--- src/hw/rtl/srs_pkg.sv ---
`timescale 1ns / 1ps

package srs_pkg;

   // Default sizes
   localparam int RING_BYTES_DEF      = 16384;
   localparam int MAX_FRAME_BYTES_DEF = 1600;

   // Item kinds
   typedef enum logic [1:0] {
      KIND_SELECT = 2'd0,
      KIND_SPI    = 2'd1,
      KIND_NET    = 2'd2,
      KIND_DRAIN  = 2'd3
   } kind_type;

   // Block select codes
   localparam logic [4:0] BLK_COMMON = 5'd0;
   localparam logic [4:0] BLK_SOCKET = 5'd1;
   localparam logic [4:0] BLK_TXRING = 5'd2;
   localparam logic [4:0] BLK_RXRING = 5'd3;

   // Common register map
   localparam logic [15:0] REG_MR       = 16'h0000;
   localparam logic [15:0] REG_SHAR     = 16'h0009;
   localparam logic [15:0] REG_VERSION  = 16'h0039;
   localparam logic [7:0]  VERSION_CODE = 8'h04;
   localparam logic [7:0]  MR_RESET_BIT = 8'h80;

   // Socket register map
   localparam logic [15:0] SREG_MODE     = 16'h0000;
   localparam logic [15:0] SREG_CMD      = 16'h0001;
   localparam logic [15:0] SREG_STATUS   = 16'h0003;
   localparam logic [15:0] SREG_TXFREE_H = 16'h0020;
   localparam logic [15:0] SREG_TXFREE_L = 16'h0021;
   localparam logic [15:0] SREG_TXRD_H   = 16'h0022;
   localparam logic [15:0] SREG_TXRD_L   = 16'h0023;
   localparam logic [15:0] SREG_TXWR_H   = 16'h0024;
   localparam logic [15:0] SREG_TXWR_L   = 16'h0025;
   localparam logic [15:0] SREG_RXSIZE_H = 16'h0026;
   localparam logic [15:0] SREG_RXSIZE_L = 16'h0027;
   localparam logic [15:0] SREG_RXRD_H   = 16'h0028;
   localparam logic [15:0] SREG_RXRD_L   = 16'h0029;
   localparam logic [15:0] SREG_RXWR_H   = 16'h002A;
   localparam logic [15:0] SREG_RXWR_L   = 16'h002B;

   // Socket commands and codes
   localparam logic [7:0] SOCK_OPEN   = 8'h01;
   localparam logic [7:0] SOCK_CLOSE  = 8'h10;
   localparam logic [7:0] SOCK_XMIT   = 8'h20;
   localparam logic [3:0] MODE_RAW    = 4'h4;
   localparam logic [7:0] STATUS_RAW  = 8'h42;
   localparam logic [7:0] STATUS_NONE = 8'h00;
   localparam logic [7:0] IDLE_BYTE   = 8'hFF;

   typedef struct packed {
      kind_type   kind;
      logic       select_level;
      logic [7:0] spi_in;
      logic [7:0] net_byte;
      logic       net_last;
   } item_type;

   typedef struct packed {
      logic [7:0] spi_out;
      logic       spi_from_mem;
      logic       tx_valid;
      logic       tx_last;
      logic       rx_dropped;
   } result_type;

   typedef struct packed {
      logic        wr_en;
      logic        rd_en;
      logic [15:0] addr;
      logic [7:0]  wdata;
   } mem_req_type;

endpackage

--- src/hw/rtl/srs_core.sv ---
`timescale 1ns / 1ps

module srs_core import srs_pkg::*; #(
   parameter int RING_BYTES      = RING_BYTES_DEF,
   parameter int MAX_FRAME_BYTES = MAX_FRAME_BYTES_DEF
) (
   input  logic        clock,
   input  logic        reset,
   input  logic        fire,
   input  item_type    item,
   output result_type  res,
   output mem_req_type tx_req,
   output mem_req_type rx_req,
   output logic        busy
);

   localparam logic [16:0] RING_SIZE = 17'(RING_BYTES);
   localparam logic [10:0] MAX_FRAME = 11'(MAX_FRAME_BYTES);

   logic        sel_ff, sel_in;
   logic [1:0]  phase_ff, phase_in;
   logic [15:0] addr_ff, addr_in;
   logic [4:0]  blk_ff, blk_in;
   logic        wr_ff, wr_in;
   logic [7:0]  station_ff [6];
   logic [7:0]  station_in [6];
   logic [7:0]  smode_ff, smode_in;
   logic [7:0]  sstat_ff, sstat_in;
   logic [15:0] txwr_ff, txwr_in;
   logic [15:0] txrd_ff, txrd_in;
   logic [15:0] rxwr_ff, rxwr_in;
   logic [15:0] rxrd_ff, rxrd_in;
   logic [10:0] acount_ff, acount_in;
   logic        afits_ff, afits_in;
   logic [15:0] dpos_ff, dpos_in;
   logic [10:0] drem_ff, drem_in;
   logic [1:0]  hcnt_ff, hcnt_in;
   logic [15:0] haddr_ff, haddr_in;
   logic [15:0] hlen_ff, hlen_in;

   logic [15:0] tx_used, tx_free, rx_used, sta_off, need;
   logic [16:0] room;
   logic [7:0]  rd_val, v;
   logic        sw_reset;
   mem_req_type rx_item_req;

   assign v       = item.spi_in;
   assign tx_used = txwr_ff - txrd_ff;
   assign tx_free = 16'(RING_BYTES) - tx_used;
   assign rx_used = rxwr_ff - rxrd_ff;
   assign room    = ({1'b0, rx_used} >= RING_SIZE) ? 17'd0 : RING_SIZE - {1'b0, rx_used};
   assign sta_off = addr_ff - REG_SHAR;
   assign busy    = (hcnt_ff != 2'd0);

   // Register read mux
   always_comb begin
      rd_val = 8'h00;
      if (blk_ff == BLK_COMMON) begin
         if (addr_ff == REG_VERSION) begin
            rd_val = VERSION_CODE;
         end else if (addr_ff >= REG_SHAR && addr_ff < REG_SHAR + 16'd6) begin
            rd_val = station_ff[sta_off[2:0]];
         end
      end else if (blk_ff == BLK_SOCKET) begin
         unique case (addr_ff)
            SREG_MODE:     rd_val = smode_ff;
            SREG_STATUS:   rd_val = sstat_ff;
            SREG_TXFREE_H: rd_val = tx_free[15:8];
            SREG_TXFREE_L: rd_val = tx_free[7:0];
            SREG_TXRD_H:   rd_val = txrd_ff[15:8];
            SREG_TXRD_L:   rd_val = txrd_ff[7:0];
            SREG_TXWR_H:   rd_val = txwr_ff[15:8];
            SREG_TXWR_L:   rd_val = txwr_ff[7:0];
            SREG_RXSIZE_H: rd_val = rx_used[15:8];
            SREG_RXSIZE_L: rd_val = rx_used[7:0];
            SREG_RXRD_H:   rd_val = rxrd_ff[15:8];
            SREG_RXRD_L:   rd_val = rxrd_ff[7:0];
            SREG_RXWR_H:   rd_val = rxwr_ff[15:8];
            SREG_RXWR_L:   rd_val = rxwr_ff[7:0];
            default:       rd_val = 8'h00;
         endcase
      end
   end

   // Next state for one item
   always_comb begin
      sel_in     = sel_ff;
      phase_in   = phase_ff;
      addr_in    = addr_ff;
      blk_in     = blk_ff;
      wr_in      = wr_ff;
      station_in = station_ff;
      smode_in   = smode_ff;
      sstat_in   = sstat_ff;
      txwr_in    = txwr_ff;
      txrd_in    = txrd_ff;
      rxwr_in    = rxwr_ff;
      rxrd_in    = rxrd_ff;
      acount_in  = acount_ff;
      afits_in   = afits_ff;
      dpos_in    = dpos_ff;
      drem_in    = drem_ff;
      hcnt_in    = busy ? hcnt_ff - 2'd1 : hcnt_ff;
      haddr_in   = haddr_ff;
      hlen_in    = hlen_ff;
      sw_reset   = 1'b0;
      need       = 16'(acount_ff) + 16'd2;
      res        = '{spi_out: IDLE_BYTE, default: '0};
      tx_req     = '{default: '0};
      rx_item_req = '{default: '0};

      if (fire) begin
         unique case (item.kind)
            KIND_SELECT: begin
               if (item.select_level && !sel_ff) begin
                  phase_in = 2'd0;
               end
               sel_in = item.select_level;
            end
            KIND_SPI: begin
               if (sel_ff) begin
                  unique case (phase_ff)
                     2'd0: begin
                        addr_in  = {v, 8'h00};
                        phase_in = 2'd1;
                     end
                     2'd1: begin
                        addr_in  = addr_ff | {8'h00, v};
                        phase_in = 2'd2;
                     end
                     2'd2: begin
                        blk_in   = v[7:3];
                        wr_in    = v[2];
                        phase_in = 2'd3;
                     end
                     default: begin
                        if (wr_ff) begin
                           if (blk_ff == BLK_TXRING) begin
                              tx_req = '{wr_en: 1'b1, rd_en: 1'b0, addr: addr_ff, wdata: v};
                           end else if (blk_ff == BLK_COMMON) begin
                              if (addr_ff == REG_MR && (v & MR_RESET_BIT) != 8'h00) begin
                                 sw_reset = 1'b1;
                              end else if (addr_ff >= REG_SHAR
                                           && addr_ff < REG_SHAR + 16'd6) begin
                                 station_in[sta_off[2:0]] = v;
                              end
                           end else if (blk_ff == BLK_SOCKET) begin
                              case (addr_ff)
                                 SREG_MODE: smode_in = v;
                                 SREG_CMD: begin
                                    if (v == SOCK_OPEN) begin
                                       sstat_in = (smode_ff[3:0] == MODE_RAW) ?
                                                  STATUS_RAW : STATUS_NONE;
                                    end else if (v == SOCK_CLOSE) begin
                                       sstat_in = STATUS_NONE;
                                    end else if (v == SOCK_XMIT) begin
                                       if (tx_used != 16'd0 && tx_used <= 16'(MAX_FRAME_BYTES)) begin
                                          dpos_in = txrd_ff;
                                          drem_in = tx_used[10:0];
                                       end
                                       txrd_in = txwr_ff;
                                    end
                                 end
                                 SREG_TXWR_H: txwr_in = {v, txwr_ff[7:0]};
                                 SREG_TXWR_L: txwr_in = {txwr_ff[15:8], v};
                                 SREG_RXRD_H: rxrd_in = {v, rxrd_ff[7:0]};
                                 SREG_RXRD_L: rxrd_in = {rxrd_ff[15:8], v};
                                 default: ;
                              endcase
                           end
                        end else begin
                           if (blk_ff == BLK_RXRING) begin
                              rx_item_req = '{wr_en: 1'b0, rd_en: 1'b1, addr: addr_ff,
                                              wdata: 8'h00};
                              res.spi_from_mem = 1'b1;
                           end else begin
                              res.spi_out = rd_val;
                           end
                        end
                        addr_in = addr_ff + 16'd1;
                        // soft reset clears the transaction, socket state and ring pointers
                        if (sw_reset) begin
                           sel_in    = 1'b0;
                           phase_in  = 2'd0;
                           blk_in    = BLK_COMMON;
                           wr_in     = 1'b0;
                           addr_in   = 16'd1;
                           smode_in  = 8'h00;
                           sstat_in  = STATUS_NONE;
                           txwr_in   = 16'd0;
                           txrd_in   = 16'd0;
                           rxwr_in   = 16'd0;
                           rxrd_in   = 16'd0;
                           afits_in  = afits_ff && (acount_ff == 11'd0);
                           acount_in = 11'd0;
                        end
                     end
                  endcase
               end
            end
            KIND_NET: begin
               if (afits_ff) begin
                  if (acount_ff >= MAX_FRAME || 17'(acount_ff) + 17'd3 > room) begin
                     afits_in = 1'b0;
                  end else begin
                     rx_item_req = '{wr_en: 1'b1, rd_en: 1'b0,
                                     addr: rxwr_ff + 16'd2 + 16'(acount_ff),
                                     wdata: item.net_byte};
                     acount_in = acount_ff + 11'd1;
                  end
               end
               if (item.net_last) begin
                  // publish: length prefix goes out through the RX port while busy, high byte first
                  if (afits_in) begin
                     need     = 16'(acount_in) + 16'd2;
                     hcnt_in  = 2'd2;
                     haddr_in = rxwr_ff;
                     hlen_in  = need;
                     rxwr_in  = rxwr_ff + need;
                  end else begin
                     res.rx_dropped = 1'b1;
                  end
                  acount_in = 11'd0;
                  afits_in  = 1'b1;
               end
            end
            default: begin
               if (drem_ff != 11'd0) begin
                  tx_req      = '{wr_en: 1'b0, rd_en: 1'b1, addr: dpos_ff, wdata: 8'h00};
                  res.tx_valid = 1'b1;
                  res.tx_last  = (drem_ff == 11'd1);
                  dpos_in      = dpos_ff + 16'd1;
                  drem_in      = drem_ff - 11'd1;
               end
            end
         endcase
      end
   end

   // RX ring port: pending length bytes take priority
   always_comb begin
      if (busy) begin
         rx_req = '{wr_en: 1'b1, rd_en: 1'b0,
                    addr: (hcnt_ff == 2'd2) ? haddr_ff : haddr_ff + 16'd1,
                    wdata: (hcnt_ff == 2'd2) ? hlen_ff[15:8] : hlen_ff[7:0]};
      end else begin
         rx_req = rx_item_req;
      end
   end

   // State registers
   always_ff @(posedge clock) begin
      if (reset) begin
         sel_ff     <= 1'b0;
         phase_ff   <= 2'd0;
         addr_ff    <= 16'd0;
         blk_ff     <= BLK_COMMON;
         wr_ff      <= 1'b0;
         station_ff <= '{default: 8'h00};
         smode_ff   <= 8'h00;
         sstat_ff   <= STATUS_NONE;
         txwr_ff    <= 16'd0;
         txrd_ff    <= 16'd0;
         rxwr_ff    <= 16'd0;
         rxrd_ff    <= 16'd0;
         acount_ff  <= 11'd0;
         afits_ff   <= 1'b1;
         dpos_ff    <= 16'd0;
         drem_ff    <= 11'd0;
         hcnt_ff    <= 2'd0;
      end else begin
         sel_ff     <= sel_in;
         phase_ff   <= phase_in;
         addr_ff    <= addr_in;
         blk_ff     <= blk_in;
         wr_ff      <= wr_in;
         station_ff <= station_in;
         smode_ff   <= smode_in;
         sstat_ff   <= sstat_in;
         txwr_ff    <= txwr_in;
         txrd_ff    <= txrd_in;
         rxwr_ff    <= rxwr_in;
         rxrd_ff    <= rxrd_in;
         acount_ff  <= acount_in;
         afits_ff   <= afits_in;
         dpos_ff    <= dpos_in;
         drem_ff    <= drem_in;
         hcnt_ff    <= hcnt_in;
      end
      haddr_ff <= haddr_in;
      hlen_ff  <= hlen_in;
   end

endmodule

--- config.mk ---
export PLATFORM = sky130hd
export DESIGN_NAME = srs_core
export DESIGN_NICKNAME = d
export VERILOG_FILES = /design/src/hw/rtl/srs_pkg.sv /design/src/hw/rtl/srs_core.sv
export SDC_FILE = /design/constraint.sdc
export NUM_CORES = 1
export LEC_CHECK = 0
export ABC_AREA = 1
export BUFFER_PORTS_ARGS = -buffer_cell sky130_fd_sc_hd__buf_2
export CAP_MARGIN = 20
export CORE_ASPECT_RATIO = 1.1
export CORE_MARGIN = 2
export CORE_UTILIZATION = 29
export CTS_CLUSTER_SIZE = 25
export DETAILED_ROUTE_END_ITERATION = 7
export PLACE_DENSITY_LB_ADDON = 0.15
export SYNTH_ARGS = -nofsm -noshare
export SYNTH_HDL_FRONTEND = slang
export SYNTH_SLANG_ARGS = --single-unit
--- constraint.sdc ---
create_clock -name clock -period 7.71 [get_ports clock]
set_input_delay 0.3855 -clock clock [delete_from_list [all_inputs] [get_ports clock]]
set_output_delay 0.3855 -clock clock [all_outputs]
set_load 0.02 [all_outputs]
==> reports/qor.csv, run 1 <==
metric;value;unit
status;finished, final reports clean;
GRT busiest layer;met2;
fraction of power spent switching nets;32.24;%
Worst Path Arrival;7.43;ns
Final Setup Violations;0;
Nets;2615;
largest net degree at the start of global routing;65;
CTS buffer count;28;
ant diodes;0;
GRT overflow;0;
mean post-synth cell area;6.783;µm²
Max-Cap Viols;0;
Die Span X;231.0;µm
DR vias;16968;
Lkg Pwr;7.690;nW
most used cell, CP;nand2_1;
Area contributors post-synth;dfxtp_1 (23%), nand2_1 (10%), ha_1 (7.6%);
Root Buffer Master;clkbuf_16;
Post-synth EDFFs;28;
Fin. Hold Viols;0;
H-tree lvl count;1;
Power Density;170.7;nW/µm²
GR Util met2;39.18;%
Via density;5.216;
CP required;8.16;ns
placed cells;3192;
Gate power share;20.7;%
fin cells;3253;
I/O pin total;88;
Crit. End Element;flop;
Final HPWL DP;52.05;mm
Post-CTS Hold Buffers;0;
proportion of layout cells with a drive suffix above 1;11.40;%
top cell type's share of synthesized area;22.78;%
startpoint types;flop;
Netlist Area Pre-Place;16430;µm²
internal power;0.002159;W
DRT iter0 DRCs;1222;
clk sink count;215;
Net Sw Power;0.001027;W
Synth Register Bits;215;
Synth Warn #;0;
worst min-delay path class;input port to flop;
Tightest Pin Transition;1.085;ns
asr flop ratio synth;0;%
drt first pass iters;5;
Final period util;90.60;%
worst hold slack;0.1691;ns
clk_skew;0.03919;ns
area grow syn2layout;13.59;%
placed cell area;17590;µm²
total wire length;66.45;mm
Crit path largest cell delay;0.43;ns
# rows;91;
Post-DRT Antenna Nets;0;
initial antenna violation count;0;
Remaining DRCs;0;
Reg clk slew, reported paths;0.06;ns
gr usage total;22.08;%
clock buffer depth;3;
Skew-Pair Late Insertion Delay;0.60;ns
Port-buffer cells;87;
final instance area;18670;µm²
vias in the first global route;16234;
met1 Use GR;27.96;%
height of the die;253.7;µm
GPL Wtd Cong;0.9147;
global-route wire length before repair;99.37;mm
Max FO, Critical Path;11;
CTS tree;yes;
post-route minimum period;6.985;ns
fmax;0.1432;GHz
Reg power frac;36.4;%
Main synth FF type;dfxtp_1;
die area;58590;µm²
Final Max Tran Viols;0;
slowest CP cell;fa_1;
Clock Power Share;42.9;%
Mapped Nets;2550;
slew margin rel.;27.37;%
GR met3 Demand/Resource;2.255;%
VDD IR max;0.1671;mV
post-synthesis sequential area ratio;27.89;%
Initial Utilization;29.34;%
routed len/inst;20.43;µm
CORE AREA;56020;µm²
Netlist cell types;71;
Synth Instances;2423;
internal reg-to-reg setup slack;0.72;ns
top cell type by total area after synthesis;dfxtp_1;
CP Class;flop to flop;
power by group through the flow:
stage | Combinational [W] | Clock [W] | Sequential (W)
3_5_place_dp | 0.000620 | 0 | 0.00118
2_1_floorplan | 0.000429 | 0 | 0.00118
5_1_grt | 0.000734 | 0.00144 | 0.00116
3_3_place_gp | 0.000623 | 0 | 0.00118
6_report | 0.000661 | 0.00137 | 0.00116
4_1_cts | 0.000622 | 0.00139 | 0.00116
worst max-delay path: cells and delay by family (launching register included):
kind	cells	cell delay, ns
compound gates	11	1.24
xor+xnor	1	0.17
fa+ha+maj	5	1.60
buf+inv	3	0.32
flops	1	0.35
simple gates	32	3.20
path summary, 6_finish.rpt:
check	startpoint	to	cells after the start
setup / recovery	rxwr_ff[0]$_SDFFE_PP0P_	rxwr_ff[15]$_SDFFE_PP0P_	52
hold / removal	item[9]	station_ff[40]$_SDFFE_PP0P_	3
setup reg to reg	rxwr_ff[0]$_SDFFE_PP0P_	rxwr_ff[15]$_SDFFE_PP0P_	52
hold reg to reg	dpos_ff[14]$_SDFFE_PP0P_	dpos_ff[14]$_SDFFE_PP0P_	2
synthesized netlist by cell type, types with 4 or more instances:
cell type and number:
a31oi_1 21, a22oi_1 6, buf_6 7, edfxtp_1 28
inv_2 19, a21oi_4 4, dfxtp_1 187, a221oi_1 11
o21bai_1 6, nand2_1 453, a32o_1 4, a311oi_1 4
fa_1 4, a211oi_1 64, nor2_1 227, clkinv_1 5
or2_2 5, buf_1 7, nand3b_1 5, o22ai_1 32
o221ai_1 12, o211ai_1 8, nor4_1 17, nand4_1 38
and2_1 4, o21a_1 14, xnor2_1 10, nor2_4 6
a21oi_2 6, a21o_1 5, o21ai_0 159, buf_2 12
xor2_1 54, nor2_2 12, ha_1 100, inv_1 311
a2111oi_0 10, o21ai_1 4, a21oi_1 206, nor3_1 44
nand3_1 154, clkbuf_1 57, o2111ai_1 7, xor2_2 4
nand2_2 23
per-layer routing:
metal  vias to the layer above  part of all wire [%]
li1                       8380                     -
met1                      8068                    43
met2                       436                    49
met3                        84                   4.5
met4                         0                   3.2
met5                         -                     0
repair_timing:
action / CTS / global route
setup endpoints to repair: 0 / 8
gates resized for setup: 0 / 18
hold endpoints to repair: 0 / 0
setup buffers: 0 / 10
final cells by class:
cell class	count	area [µm²]
Fill cell	6166	37350
Multi-Input combinational cell	1787	10250
Sequential cell	215	4587
Inverter	335	1260
Tap cell	744	930.9
Clock buffer	37	774.5
Timing Repair Buffer	121	693.2
Clock inverter	14	175.2
state kept, by name, summed over array words and instances (netlist names):
| signal | flops |
|---|---|
| drem_ff | 11 |
| acount_ff | 11 |
| dpos_ff | 16 |
| afits_ff | 1 |
| txrd_ff | 16 |
| blk_ff | 5 |
| hlen_ff | 12 |
| rxrd_ff | 16 |
| haddr_ff | 16 |
| station_ff | 48 |
| hcnt_ff | 2 |
| rxwr_ff | 16 |
| addr_ff | 16 |
| phase_ff | 2 |
| sstat_ff | 1 |
| wr_ff | 1 |
| smode_ff | 8 |
| txwr_ff | 16 |
| sel_ff | 1 |
metrics by stage:
| stage | util [%] | power, W | worst slack (ns) | TNS [ns] |
|---|---|---|---|---|
| 2_1_floorplan | - | 0.001608 | 1.422 | 0 |
| 3_3_place_gp | 31.40 | 0.001806 | 0.4467 | 0 |
| 3_5_place_dp | 31.40 | 0.001803 | 0.3658 | 0 |
| 4_1_cts | 33.09 | 0.003173 | 0.3394 | 0 |
| 5_1_grt | 33.32 | 0.003332 | -0.01579 | -0.01579 |
| 6_report | 33.32 | 0.003186 | 0.7249 | 0 |
layout by cell type (no fill, tap or decap), types with 6 or more instances in the layout:
cell type and instances:
clkinv_2 7, ha_1 98, o211ai_1 8, clkbuf_16 28, a21oi_1 204, buf_4 35, o21bai_1 6, o21ai_0 156
dfxtp_1 185, a221oi_1 11, nand2_2 24, nor2_4 6, nor4_1 17, a31oi_1 21, a211oi_1 64, nor2_2 13
nor3_1 44, o22ai_1 32, o221ai_1 12, o21a_1 14, edfxtp_1 28, a22oi_1 6, nand4_1 38, nor2_1 226
nand3_1 153, xor2_1 54, a21oi_2 8, clkinv_1 6, nand2_1 452, inv_2 21, o2111ai_1 7, inv_1 308
a2111oi_0 10, o21ai_1 6, buf_2 86, xnor2_1 10
kinds of logic (layout without fill, tap and decap cells):
logic type | Yosys count | in the layout | synth area share (%)
simple gates | 1012 | 1012 | 27.68
compound gates | 603 | 603 | 22.42
fa+ha+maj | 104 | 104 | 8.101
buf+inv | 421 | 507 | 10.10
xor+xnor | 68 | 68 | 3.807
flops | 215 | 215 | 27.89
No activity file was read; power rests on OpenSTA's default activity.
==> run 2, diff against run 1 <==
CELL_PAD_IN_SITES_DETAIL_PLACEMENT = 1   (was not set)
CELL_PAD_IN_SITES_GLOBAL_PLACEMENT = 2   (was not set)
REMOVE_ABC_BUFFERS = 1   (was not set)
==> reports/qor.csv, run 2 (synthesis results as in run 1) <==
metric;value;unit;change
startpoint types;flop;;
clk sink count;215;;unchanged
CP required;8.17;ns;about the same
worst min-delay path class;input port to flop;;
ant diodes;0;;unchanged
Root Buffer Master;clkbuf_16;;
Port-buffer cells;87;;unchanged
Initial Utilization;29.34;%;unchanged
gr usage total;24.45;%;+2.4 points
DRT iter0 DRCs;1104;;-9.7%
Die Span X;231.0;µm;unchanged
vias in the first global route;17490;;+7.7%
I/O pin total;88;;unchanged
Lkg Pwr;7.737;nW;+0.61%
# rows;91;;unchanged
number of flip-flops in the largest register;48;;unchanged
CP top delay family;simple AND/OR/NAND/NOR gates;;
Reg with most FFs;station_ff;;
largest net degree at the start of global routing;68;;+4.6%
fmax;0.1445;GHz;+0.91%
slew margin rel.;26.12;%;-1.3 points
Fin. Hold Viols;0;;unchanged
Max FO, Critical Path;6;;-5
Power Density;177.7;nW/µm²;+4.1%
total wire length;72.91;mm;+9.7%
Crit. End Element;flop;;
Final HPWL DP;57.11;mm;+9.7%
Max-Cap Viols;0;;unchanged
initial antenna violation count;1;;+1
global-route wire length before repair;110.2;mm;+11%
most common cell after layout, fill and taps aside;nand2_1;;
Reg clk slew, reported paths;0.07;ns;about the same
Post-DRT Antenna Nets;0;;unchanged
DR vias;17288;;+1.9%
CP Class;flop to flop;;
CTS tree;yes;;
clock buffer depth;3;;unchanged
status;finished, final reports clean;;
slowest CP cell;fa_1;;
die area;58590;µm²;unchanged
GRT overflow;0;;unchanged
Final Max Tran Viols;0;;unchanged
height of the die;253.7;µm;unchanged
Tightest Pin Transition;1.104;ns;+0.01871 ns
Final Setup Violations;0;;unchanged
total negative slack;0;ns;unchanged
CP Buf/Inv Count;3;;unchanged
Final period util;89.78;%;-0.82 points
routed len/inst;22.43;µm;+9.8%
post-route minimum period;6.922;ns;-0.06325 ns
most frequent cells in the layout;nand2_1 (451), inv_1 (309), nor2_1 (226);;
drt first pass iters;5;;unchanged
clk_skew;0.04233;ns;+0.003142 ns
H-tree lvl count;1;;unchanged
Skew-Pair Late Insertion Delay;0.60;ns;about the same
placed cells;3196;;+0.13%
Remaining DRCs;0;;unchanged
GPL Wtd Cong;0.8583;;-6.2%
most used cell, CP;nand2_1;;
CORE AREA;56020;µm²;unchanged
CTS buffer count;28;;unchanged
RSZ-0062 raised after global routing;no;;
Crit path largest cell delay;0.39;ns;-0.04 ns
Via density;5.318;;+1.9%
area grow syn2layout;14.24;%;
Nets;2612;;-0.11%
proportion of layout cells with a drive suffix above 1;11.61;%;+0.21 points
post-layout util;33.52;%;+0.19 points
fin cells;3251;;-0.061%
Worst Path Arrival;7.38;ns;-0.05 ns
VDD IR max;0.1873;mV;+12%
run 2: changes by cell type in the layout (fill, tap and decap cells not counted), moves of 2 or more:
cell,previous run,this run
buf_4,35,32
clkinv_4,0,2
dfxtp_2,2,0
o21ai_0,156,154
clkbuf_1,5,2
bufinv_16,3,6
dfxtp_1,185,187
run 2: cell type report:
| class | instances | area, µm² |
|---|---|---|
| well taps | 744 | 930.9 |
| multi-input cells | 1787 | 10270 |
| clock inverters | 17 | 270.3 |
| repair buffers | 118 | 670.6 |
| fillers | 7158 | 37240 |
| clock buffers | 35 | 788.3 |
| inverters | 335 | 1257 |
| flip-flops and latches | 215 | 4584 |
run 2: final timing paths:
kind	start	endpoint	slack, ns	cells past startpoint
worst max-delay path	rxwr_ff[0]$_SDFFE_PP0P_	rxwr_ff[14]$_SDFFE_PP0P_	0.79	49
worst min-delay path	item[9]	addr_ff[8]$_SDFFE_PP0P_	0.10	3
worst max register to register	rxwr_ff[0]$_SDFFE_PP0P_	rxwr_ff[14]$_SDFFE_PP0P_	0.79	49
worst min register to register	dpos_ff[13]$_SDFFE_PP0P_	dpos_ff[13]$_SDFFE_PP0P_	0.47	2
run 2: what timing repair did:
action | 4_1_cts | 5_1_grt
endpoints found under the setup margin | 0 | 9
hold buffers | 0 | 0
setup buffers | 0 | 3
gates resized for setup | 0 | 21
run 2: layer usage:
metal	global-route usage, %	up-vias	part of all wire (%)
met1	34.39	8522	49
met5	0	-	0
li1	-	8370	-
met3	2.278	87	3.4
met4	5.309	0	2.1
met2	40.43	309	46
run 2: per-stage QoR:
step	power (W)	hold WS, ns	area [µm²]	worst slack, ns
4_1_cts	0.003354	0.07231	18680	0.08961
3_5_place_dp	0.001831	0.4540	17620	0.1401
2_1_floorplan	0.001590	0.4318	16030	1.339
5_1_grt	0.003475	0.1144	18780	0.01164
3_3_place_gp	0.001828	0.4459	17620	0.2696
6_report	0.003337	0.1033	18780	0.7881
run 2: worst reg2reg max path, delay by kind of cell, from the launching register on:
kind	cells	cell delay, ns
compound gates	12	1.35
flops	1	0.37
simple gates	29	3.25
buf+inv	3	0.38
fa+ha+maj	5	1.45
run 2: power breakdown:
| part | switching, W | internal, W | total, W |
|---|---|---|---|
| Sequential | 0.0000126 | 0.00115 | 0.00116 |
| Clock | 0.000586 | 0.000928 | 0.00151 |
| Combinational | 0.000471 | 0.000192 | 0.000663 |
| Total | 0.00107 | 0.00227 | 0.00334 |
==> run 3, diff against run 2 <==
MAX_ROUTING_LAYER = met4   (was not set)
==> reports/qor.csv, run 3 (synthesis results as in run 1) <==
metric;value;unit;change
status;finished, final reports clean;;
total chip power;0.003240;W;-2.9%
Fin. Hold Viols;0;;unchanged
most frequent cells in the layout;nand2_1 (451), inv_1 (309), nor2_1 (227);;
height of the die;253.7;µm;unchanged
global-route wire length before repair;111.8;mm;+1.4%
Crit path largest cell delay;0.40;ns;about the same
total negative slack;0;ns;unchanged
Final period util;90.48;%;+0.71 points
clk sink count;215;;unchanged
CP top delay family;simple AND/OR/NAND/NOR gates;;
Root Buffer Master;clkbuf_16;;
fmax;0.1433;GHz;-0.78%
Remaining DRCs;0;;unchanged
Crit. End Element;flop;;
reg-to-reg endpoint;rxwr_ff[12]$_SDFFE_PP0P_;;
most used cell, CP;nand2_1;;
CP Class;flop to flop;;
slowest CP cell;xnor2_1;;
fin worst setup slack;0.7337;ns;-0.05442 ns
Initial Utilization;29.34;%;unchanged
Power Density;173.4;nW/µm²;-2.4%
slew margin rel.;24.24;%;-1.9 points
Final HPWL DP;57.20;mm;+0.16%
Place WS;0.1077;ns;-0.03239 ns
internal reg-to-reg setup slack;0.73;ns;-0.05 ns
worst min-delay path class;input port to flop;;
CTS tree;yes;;
CORE AREA;56020;µm²;unchanged
vias in the first global route;17415;;-0.43%
CP required;8.16;ns;about the same
hold path depth;3;;unchanged
die area;58590;µm²;unchanged
GRT overflow;0;;unchanged
Post-CTS Hold Buffers;0;;unchanged
Final Max Tran Viols;0;;unchanged
routed len/inst;22.47;µm;+0.17%
most common cell after layout, fill and taps aside;nand2_1;;
total wire length;73.13;mm;+0.30%
Die Span X;231.0;µm;unchanged
Layout fillers;7109;;-0.68%
Port-buffer cells;87;;unchanged
clk_skew;0.02662;ns;-0.01572 ns
GPL Wtd Cong;0.8902;;+3.7%
Worst R2R Path Depth;50;;+2.0%
H-tree lvl count;1;;unchanged
Post-DRT Antenna Nets;0;;unchanged
largest net degree at the start of global routing;76;;+12%
Max-Cap Viols;0;;unchanged
Max FO, Critical Path;7;;+1
startpoint types;flop;;
number of flip-flops in the largest register;48;;unchanged
Tightest Pin Transition;1.108;ns;+0.003558 ns
hold path start;item[9];;
Reg with most FFs;station_ff;;
Skew-Pair Late Insertion Delay;0.59;ns;about the same
CTS buffer count;29;;+3.6%
CP Buf/Inv Count;5;;+2
FF+latch area;4584;µm²;unchanged
VDD IR max;0.1790;mV;-4.4%
DR vias;17236;;-0.30%
Final Setup Violations;0;;unchanged
Reg clk slew, reported paths;0.06;ns;about the same
clock buffer depth;3;;unchanged
Via density;5.295;;-0.42%
proportion of layout cells with a drive suffix above 1;11.35;%;-0.25 points
Worst Path Arrival;7.42;ns;+0.04 ns
Worst Hold End;addr_ff[8]$_SDFFE_PP0P_;;
area grow syn2layout;13.69;%;
multi-input logic area;10250;µm²;-0.24%
Nets;2615;;+0.11%
I/O pin total;88;;unchanged
# rows;91;;unchanged
DRT iter0 DRCs;998;;-9.6%
Reg2Reg Launch Point;rxwr_ff[0]$_SDFFE_PP0P_;;
Lkg Pwr;7.703;nW;-0.44%
gr usage total;25.46;%;+1.0 points
RSZ-0062 raised after global routing;no;;
post-route minimum period;6.976;ns;+0.05442 ns
drt first pass iters;5;;unchanged
initial antenna violation count;0;;-1
==> run 3: cell types whose count changed in the layout (fill, tap and decap cells not counted), sizes merged <==
cell / previous run / this run
bufinv: 6 / 3
clkinv: 15 / 17
inv: 330 / 332
buf: 118 / 119
clkbuf: 35 / 36
diode: 0 / 1
==> run 3: how the worst max path moves through the flow <==
stage	depth (start not counted)	end	slack [ns]	startpoint
2_1_floorplan	52	rxwr_ff[15]$_SDFFE_PP0P_	1.34	rxwr_ff[0]$_SDFFE_PP0P_
3_3_place_gp	52	rxwr_ff[15]$_SDFFE_PP0P_	0.37	rxwr_ff[0]$_SDFFE_PP0P_
3_5_place_dp	52	rxwr_ff[15]$_SDFFE_PP0P_	0.11	rxwr_ff[0]$_SDFFE_PP0P_
4_1_cts	52	rxwr_ff[15]$_SDFFE_PP0P_	0.07	rxwr_ff[0]$_SDFFE_PP0P_
5_1_grt	52	rxwr_ff[15]$_SDFFE_PP0P_	0.002	rxwr_ff[0]$_SDFFE_PP0P_
6_report	50	rxwr_ff[12]$_SDFFE_PP0P_	0.73	rxwr_ff[0]$_SDFFE_PP0P_
==> run 3: routing by layer <==
layer  global-route usage (%)  routed length [µm]  up-vias
li1                         -                   -     8387
met1                    34.99               35590     8521
met2                    41.66               34080      273
met3                    1.773                2396       55
met4                    4.092                1063        0
met5                        -                   0        -
==> run 3: area by class of cell <==
class	instances	area share, %
Antenna cell	1	0.01339
Clock buffer	35	4.165
Clock inverter	18	1.004
Inverter	335	6.743
Multi-Input combinational cell	1787	54.85
Sequential cell	215	24.54
Tap cell	744	4.982
Timing Repair Buffer	120	3.703
==> run 3: where the power goes <==
part	switching [W]	total, W	leakage, nW	internal [W]
Clock	0.000583	0.00140	0.482	0.000820
Combinational	0.000477	0.000678	5.45	0.000201
Sequential	0.0000122	0.00116	1.77	0.00115
Total	0.00107	0.00324	7.70	0.00217
==> run 3: repair_timing <==
item,CTS,global route
resized for setup,0,16
setup endpoints to repair,0,8
endpoints found under the hold margin,0,0
buffers inserted,0,6
==> run 3: per-stage QoR <==
stage          hold WS [ns]  instance area (µm²)  std cells  utilization, %
2_1_floorplan        0.4318                16030       2337               -
3_3_place_gp         0.4432                17600       3194           31.42
3_5_place_dp         0.4562                17600       3194           31.42
4_1_cts             0.09266                18570       3247           33.15
5_1_grt              0.1097                18680       3254           33.35
6_report             0.1198                18680       3255           33.35
==> run 3: worst reg2reg max path, delay by kind of cell, from the launching register on <==
kind / cells / cell delay, ns
AO/OA/AOI/OAI: 10 / 1.09
XOR/XNOR: 2 / 0.55
adder cells (fa/ha/maj): 4 / 1.24
buffers and inverters: 5 / 0.60
flip-flops: 1 / 0.38
AND/OR/NAND/NOR: 29 / 2.97
